File: src/rtl/hcx_pkg.sv
// shared types, constants and sha-256 helper functions for the keystream xor block
package hcx_pkg;

	// apb register map: four 64-bit key words at byte addresses 0, 8, 16, 24
	localparam int ADDR_W = 5;
	localparam int DATA_W = 64;
	localparam int KEY_WORDS = 4;

	typedef logic [KEY_WORDS-1:0][DATA_W-1:0] key_t;

	// top level sequencer
	typedef enum logic [1:0] {
		ST_IDLE,
		ST_HASH,
		ST_OUT
	} ctl_state_t;

	// compression unit sequencer
	typedef enum logic [1:0] {
		CORE_IDLE,
		CORE_ROUND,
		CORE_FINAL
	} core_state_t;

	localparam logic [5:0] LAST_ROUND = 6'd63;
	localparam logic [4:0] LAST_POS = 5'd31;

	// fixed message tail: 0x80 pad byte and a 288-bit length
	localparam logic [31:0] MSG_PAD_WORD = 32'h8000_0000;
	localparam logic [31:0] MSG_LEN_WORD = 32'h0000_0120;

	localparam logic [0:7][31:0] SHA_IV = {
		32'h6a09e667, 32'hbb67ae85, 32'h3c6ef372, 32'ha54ff53a,
		32'h510e527f, 32'h9b05688c, 32'h1f83d9ab, 32'h5be0cd19
	};

	localparam logic [0:63][31:0] SHA_K = {
		32'h428a2f98, 32'h71374491, 32'hb5c0fbcf, 32'he9b5dba5,
		32'h3956c25b, 32'h59f111f1, 32'h923f82a4, 32'hab1c5ed5,
		32'hd807aa98, 32'h12835b01, 32'h243185be, 32'h550c7dc3,
		32'h72be5d74, 32'h80deb1fe, 32'h9bdc06a7, 32'hc19bf174,
		32'he49b69c1, 32'hefbe4786, 32'h0fc19dc6, 32'h240ca1cc,
		32'h2de92c6f, 32'h4a7484aa, 32'h5cb0a9dc, 32'h76f988da,
		32'h983e5152, 32'ha831c66d, 32'hb00327c8, 32'hbf597fc7,
		32'hc6e00bf3, 32'hd5a79147, 32'h06ca6351, 32'h14292967,
		32'h27b70a85, 32'h2e1b2138, 32'h4d2c6dfc, 32'h53380d13,
		32'h650a7354, 32'h766a0abb, 32'h81c2c92e, 32'h92722c85,
		32'ha2bfe8a1, 32'ha81a664b, 32'hc24b8b70, 32'hc76c51a3,
		32'hd192e819, 32'hd6990624, 32'hf40e3585, 32'h106aa070,
		32'h19a4c116, 32'h1e376c08, 32'h2748774c, 32'h34b0bcb5,
		32'h391c0cb3, 32'h4ed8aa4a, 32'h5b9cca4f, 32'h682e6ff3,
		32'h748f82ee, 32'h78a5636f, 32'h84c87814, 32'h8cc70208,
		32'h90befffa, 32'ha4506ceb, 32'hbef9a3f7, 32'hc67178f2
	};

	function automatic logic [31:0] big_sigma0(input logic [31:0] x);
		return {x[1:0], x[31:2]} ^ {x[12:0], x[31:13]} ^ {x[21:0], x[31:22]};
	endfunction

	function automatic logic [31:0] big_sigma1(input logic [31:0] x);
		return {x[5:0], x[31:6]} ^ {x[10:0], x[31:11]} ^ {x[24:0], x[31:25]};
	endfunction

	function automatic logic [31:0] small_sigma0(input logic [31:0] x);
		return {x[6:0], x[31:7]} ^ {x[17:0], x[31:18]} ^ {3'b000, x[31:3]};
	endfunction

	function automatic logic [31:0] small_sigma1(input logic [31:0] x);
		return {x[16:0], x[31:17]} ^ {x[18:0], x[31:19]} ^ {10'd0, x[31:10]};
	endfunction

endpackage

File: src/rtl/hcx_sha_core.sv
// sha-256 compression unit: one round per cycle over a 16-word message window
module hcx_sha_core (
	input  logic          clk,
	input  logic          arst_n,
	input  logic          start,
	input  hcx_pkg::key_t key,
	input  logic [31:0]   counter,
	output logic          done,
	output logic [255:0]  digest
);
	import hcx_pkg::*;

	core_state_t state_q, state_nxt;
	logic [5:0]  rnd_q;
	logic [31:0] a_q, b_q, c_q, d_q, e_q, f_q, g_q, h_q;
	logic [15:0][31:0] w_q;
	logic [31:0] t1, t2, w_new;

	// round datapath
	always_comb begin
		t1 = h_q + big_sigma1(e_q) + ((e_q & f_q) ^ (~e_q & g_q)) + SHA_K[rnd_q] + w_q[0];
		t2 = big_sigma0(a_q) + ((a_q & b_q) ^ (a_q & c_q) ^ (b_q & c_q));
		w_new = w_q[0] + small_sigma0(w_q[1]) + w_q[9] + small_sigma1(w_q[14]);
	end

	// feed-forward of the initial hash value
	assign digest = {SHA_IV[0] + a_q, SHA_IV[1] + b_q, SHA_IV[2] + c_q, SHA_IV[3] + d_q,
		SHA_IV[4] + e_q, SHA_IV[5] + f_q, SHA_IV[6] + g_q, SHA_IV[7] + h_q};

	// state register
	always_ff @(posedge clk or negedge arst_n) begin
		if (!arst_n) begin
			state_q <= CORE_IDLE;
		end else begin
			state_q <= state_nxt;
		end
	end

	// next state
	always_comb begin
		state_nxt = state_q;
		done = 1'b0;
		case (state_q)
			CORE_IDLE: begin
				if (start) state_nxt = CORE_ROUND;
			end
			CORE_ROUND: begin
				if (rnd_q == LAST_ROUND) state_nxt = CORE_FINAL;
			end
			CORE_FINAL: begin
				done = 1'b1;
				state_nxt = CORE_IDLE;
			end
			default: state_nxt = CORE_IDLE;
		endcase
	end

	// working variables, round count and message window
	always_ff @(posedge clk) begin
		if (state_q == CORE_IDLE && start) begin
			{a_q, b_q, c_q, d_q} <= {SHA_IV[0], SHA_IV[1], SHA_IV[2], SHA_IV[3]};
			{e_q, f_q, g_q, h_q} <= {SHA_IV[4], SHA_IV[5], SHA_IV[6], SHA_IV[7]};
			rnd_q <= '0;
			for (int k = 0; k < KEY_WORDS; k++) begin
				w_q[2*k]   <= key[k][63:32];
				w_q[2*k+1] <= key[k][31:0];
			end
			// counter goes in little-endian byte order
			w_q[8]  <= {counter[7:0], counter[15:8], counter[23:16], counter[31:24]};
			w_q[9]  <= MSG_PAD_WORD;
			w_q[10] <= '0;
			w_q[11] <= '0;
			w_q[12] <= '0;
			w_q[13] <= '0;
			w_q[14] <= '0;
			w_q[15] <= MSG_LEN_WORD;
		end else if (state_q == CORE_ROUND) begin
			h_q <= g_q;
			g_q <= f_q;
			f_q <= e_q;
			e_q <= d_q + t1;
			d_q <= c_q;
			c_q <= b_q;
			b_q <= a_q;
			a_q <= t1 + t2;
			rnd_q <= rnd_q + 6'd1;
			for (int i = 0; i < 15; i++) begin
				w_q[i] <= w_q[i+1];
			end
			w_q[15] <= w_new;
		end
	end

endmodule

File: src/rtl/hash_counter_keystream_xor.sv
// byte-serial sha-256 counter-mode keystream xor with apb key registers
//
//  channel   signals                                   dir   width
//  input     in_valid, in_ready, data_byte, last_byte  in    8 + 1
//  output    out_valid, out_ready, out_byte            out   8
//  config    psel, penable, pwrite, paddr, pwdata,     in    5 addr, 64 data
//            prdata, pready
//
// an item at chunk position zero reaches the output register through the
// rounds of the shared sha-256 round unit, a feed-forward step and an xor
// step; any other item of a 32-byte chunk takes only the xor step. the block
// takes one item at a time and accepts the next while the previous result
// waits in the output register. an output stall holds the xor step. reset
// clears keys, position and counter.
module hash_counter_keystream_xor (
	input  logic                       clk,
	input  logic                       arst_n,
	input  logic                       in_valid,
	output logic                       in_ready,
	input  logic [7:0]                 data_byte,
	input  logic                       last_byte,
	output logic                       out_valid,
	input  logic                       out_ready,
	output logic [7:0]                 out_byte,
	input  logic                       psel,
	input  logic                       penable,
	input  logic                       pwrite,
	input  logic [hcx_pkg::ADDR_W-1:0] paddr,
	input  logic [hcx_pkg::DATA_W-1:0] pwdata,
	output logic [hcx_pkg::DATA_W-1:0] prdata,
	output logic                       pready
);
	import hcx_pkg::*;

	ctl_state_t  state_q, state_nxt;
	key_t        key_q;
	logic [4:0]  pos_q;
	logic [31:0] ctr_q;
	logic [255:0] ks_q;
	logic [7:0]  data_q;
	logic        last_q;
	logic        out_valid_q;
	logic [7:0]  out_byte_q;
	logic        in_acc, core_start, core_done, out_load;
	logic [255:0] core_digest;

	assign in_acc = in_valid && in_ready;
	assign core_start = in_acc && (pos_q == '0);

	// apb key registers
	assign pready = 1'b1;
	assign prdata = key_q[paddr[4:3]];

	always_ff @(posedge clk or negedge arst_n) begin
		if (!arst_n) begin
			key_q <= '0;
		end else if (psel && penable && pwrite) begin
			key_q[paddr[4:3]] <= pwdata;
		end
	end

	hcx_sha_core u_core (
		.clk     (clk),
		.arst_n  (arst_n),
		.start   (core_start),
		.key     (key_q),
		.counter (ctr_q),
		.done    (core_done),
		.digest  (core_digest)
	);

	// sequencer state register
	always_ff @(posedge clk or negedge arst_n) begin
		if (!arst_n) begin
			state_q <= ST_IDLE;
		end else begin
			state_q <= state_nxt;
		end
	end

	// next state and handshake
	always_comb begin
		state_nxt = state_q;
		in_ready = 1'b0;
		out_load = 1'b0;
		case (state_q)
			ST_IDLE: begin
				in_ready = 1'b1;
				if (in_valid) state_nxt = (pos_q == '0) ? ST_HASH : ST_OUT;
			end
			ST_HASH: begin
				if (core_done) state_nxt = ST_OUT;
			end
			ST_OUT: begin
				if (!out_valid_q || out_ready) begin
					out_load = 1'b1;
					state_nxt = ST_IDLE;
				end
			end
			default: state_nxt = ST_IDLE;
		endcase
	end

	// item capture and keystream block
	always_ff @(posedge clk) begin
		if (in_acc) begin
			data_q <= data_byte;
			last_q <= last_byte;
		end
		if (state_q == ST_HASH && core_done) ks_q <= core_digest;
		// byte p sits at bits 255-8p down
		if (out_load) out_byte_q <= data_q ^ ks_q[{~pos_q, 3'b000} +: 8];
	end

	// position, counter and output valid
	always_ff @(posedge clk or negedge arst_n) begin
		if (!arst_n) begin
			pos_q <= '0;
			ctr_q <= '0;
			out_valid_q <= 1'b0;
		end else begin
			if (out_load) begin
				out_valid_q <= 1'b1;
				if (last_q) begin
					pos_q <= '0;
					ctr_q <= '0;
				end else begin
					pos_q <= pos_q + 5'd1;
					if (pos_q == LAST_POS) ctr_q <= ctr_q + 32'd1;
				end
			end else if (out_ready) begin
				out_valid_q <= 1'b0;
			end
		end
	end

	assign out_valid = out_valid_q;
	assign out_byte = out_byte_q;

endmodule

File: config.mk
export PLATFORM = sky130hd
export DESIGN_NAME = hash_counter_keystream_xor
export DESIGN_NICKNAME = d
export VERILOG_FILES = /design/src/rtl/hcx_pkg.sv /design/src/rtl/hcx_sha_core.sv /design/src/rtl/hash_counter_keystream_xor.sv
export SDC_FILE = /design/constraint.sdc
export NUM_CORES = 2
export LEC_CHECK = 0
export BUFFER_PORTS_ARGS = -buffer_cell sky130_fd_sc_hd__buf_2
export CORE_UTILIZATION = 60
export CTS_BUF_LIST = sky130_fd_sc_hd__clkbuf_8
export DETAILED_ROUTE_END_ITERATION = 6
export PLACE_DENSITY_LB_ADDON = 0.25
export SYNTH_ARGS = -nofsm -noshare
export SYNTH_HDL_FRONTEND = slang
export SYNTH_SLANG_ARGS = --single-unit
File: constraint.sdc
create_clock -name clk -period 43.5 [get_ports clk]
set_input_delay 6.525 -clock clk [delete_from_list [all_inputs] [get_ports clk]]
set_output_delay 6.525 -clock clk [all_outputs]
set_load 0.02 [all_outputs]
==> impl_metrics.py <==
metrics = {
    "clock_tree": {
        "hold_buffers": 0,
        "post-cts-setup-buffers": 0,
        "cts_buffers": 212,
        "htreeDepth": 4,
        "clock_sinks": 1345,
        "cts_max_path_buffers": 3,
        "root_buffer": "clkbuf_8",
        "clk_pin_slew_ps": 70,
        "ctsResizeCount": 0,
        "clk_latency_ps": 960,
        "cts_tree": "done",
    },
    "synth": {
        "ys_warn_count": 0,
        "yosys.area.top_type": "edfxtp_1",
        "ys_seq_elements": 1345,
        "ys_seq_area_share_pct": 47.3,
        "synthCells": 7117,
        "syn_avg_cell_area_um2": 10.1,
        "synth_edf_count": 561,
        "yosys-top-cells-area": "edfxtp_1 (23%), dfxtp_1 (14%), dfrtp_1 (10%), nand2_1 (8.5%), fa_1 (5.2%)",
        "yosys.cell_types.count": 99,
        "synth-async-reset-ratio_pct": 22.2,
        "syn-num-nets": 7546,
        "ys.flop_type": "edfxtp_1",
        "netlist_area_mm2": 0.0719,
        "synth_top_area_share_pct": 23.4,
    },
    "timing": {
        "slew_viol_final": 0,
        "period_minus_slack_ps": 15260,
        "rsz0062_at_grt": "false",
        "max_freq_mhz": 65.5,
        "final.setup.tns_ps": 0,
        "clock_skew_ps": 57.0,
        "final-hold-violation-count": 0,
        "setup-violations-final": 0,
        "slew_headroom_pct": 7.54,
        "post-route-period-util_pct": 35.1,
        "worst_slew_pin_slew_ps": 1380,
    },
    "grt": {
        "grt_max_degree": 214,
        "grt_pass1_vias": 52100,
        "grt_pass1_wl_um": 323000,
        "overflow": 0,
        "grt_antenna_before_repair": 12,
        "track_usage_pct": 35.5,
    },
    "detailed_routing": {
        "drt-pass1-iter-count": 6,
        "routed_wirelength_um": 215000,
        "drt_iter0_markers": 6237,
        "wl_per_cell_um": 24.2,
        "vias": 54400,
        "vias_per_cell": 6.12,
        "ant_nets": 0,
        "drcViolationCount": 0,
    },
    "final_layout": {
        "drive_gt1_share_pct": 13.4,
        "syn_to_final_growth_pct": 8.19,
        "nets": 7527,
    },
    "setup_path": {
        "crit_fanout": 40,
        "start_kind": "input port",
        "cp.arrival_ps": 8740,
        "critPathKind": "in -> out",
        "crit_required_ps": 36970,
        "end_kind": "primary output",
    },
    "die": {
        "row_count": 126,
        "start_util_pct": 60.7,
        "core_mm2": 0.118,
        "die_y_um": 348,
        "die_area_mm2": 0.121,
        "die_width_um": 348,
        "pin_count": 160,
    },
    "place": {
        "io_buffers": 155,
        "dp_hpwl_um": 153000,
        "gp_congestion": 1.04,
    },
    "worst_hold_path": {
        "hp-class": "reg -> reg",
    },
    "job": {
        "maxCapViolations": 0,
    },
    "outcome": {
        "outcome": "finished clean",
    },
}
-- final timing paths --
path                            startpoint         endpoint  slack, ps  depth (start not counted)
hold reg to reg            u_core.w_q[506]  u_core.w_q[474]        410                          2
setup reg to reg           u_core.rnd_q[1]   u_core.a_q[31]      32420                         35
max in group asynchronous           arst_n       key_q[211]      35540                          3
min in group asynchronous           arst_n       key_q[252]       5660                          1
setup / recovery                  paddr[3]       prdata[48]      28240                          4
hold / removal             u_core.w_q[506]  u_core.w_q[474]        410                          2
-- stage by stage --
| step | worst slack, ps | std cells | hold WS, ps | utilization, % | cell area, um^2 |
|---|---|---|---|---|---|
| after floorplan | 16870 | 7117 | 415 | - | 71900 |
| after global placement | 28160 | 8484 | 423 | 62.2 | 73600 |
| after detailed placement | 28160 | 8484 | 425 | 62.2 | 73600 |
| after CTS | 28140 | 8883 | 409 | 65.7 | 77800 |
| after global routing | 28060 | 8886 | 444 | 65.7 | 77800 |
| final | 28240 | 8890 | 412 | 65.7 | 77800 |
-- area by class of cell --
cell class,instances,area (um^2)
Timing Repair Buffer,232,1420
Tap cell,1600,2000
Sequential cell,1345,34000
Multi-Input combinational cell,5034,35100
Clock buffer,242,3330
Clock inverter,157,827
Fill cell,9275,40600
Inverter,273,1030
Antenna cell,7,17.5
-- Yosys cell counts, types with 25 or more instances --
library cell     n
a211oi_1        27
a21o_1          67
a21oi_1        298
a31oi_1         55
and3_1          28
buf_1           59
clkbuf_1       394
dfrtp_1        298
dfxtp_1        486
edfxtp_1       561
fa_1           187
ha_1           157
inv_1          270
mux2_2         264
mux2i_1         39
mux4_2         151
nand2_1       1634
nand2b_1        31
nand3_1        310
nor2_1         410
nor3_1          69
o21a_1          34
o21ai_0        269
o21bai_1        25
o31ai_1         36
or3_1           28
xnor2_1        417
xor2_1         192
-- sequential cells by signal (all words and copies together), names as in the netlist, 6 cells and up --
signal,flops
key_q,256
u_core.e_q,32
ctr_q,32
data_q,8
u_core.f_q,32
u_core.c_q,32
u_core.h_q,32
ks_q,256
out_byte,8
u_core.w_q,512
u_core.d_q,32
u_core.rnd_q,6
u_core.a_q,32
u_core.g_q,32
u_core.b_q,32
-- critical path, stage by stage --
cell and delay (ps):
buf_4 480, buf_4 790, mux4_2 640, buf_2 200
-- cells by family after synthesis --
family                     synth area share (%)
AOI/OAI and AO/OA                          8.57
xor gates and xnor gates                   7.47
adders and majority gates                  8.22
buffers and inverters                      3.89
DFF                                        47.3
muxes                                      9.41
other                                   0.00521
and+or+nand+nor                            15.1
-- routing by layer --
metal  vias up  global-route usage (%)  share of wire [%]
met5         -                       0              0.018
met2      2774                    52.7                 44
li1      24400                       -                  -
met4         6                    19.3                5.8
met3       552                    7.01                 10
met1     26700                    49.1                 40
-- layout by cell type (no fill, tap or decap), drive strengths merged, types with 157 or more instances in the layout --
master and count:
a21oi 301, buf 232, clkbuf 242, dfrtp 298, dfxtp 486, edfxtp 561, fa 187, ha 157
inv 365, mux2 264, nand2 1634, nand3 310, nor2 410, o21ai 278, xnor2 418, xor2 192
Power is not shown: default switching activity piles up to over one toggle a cycle in this logic, so the estimate is an artifact.
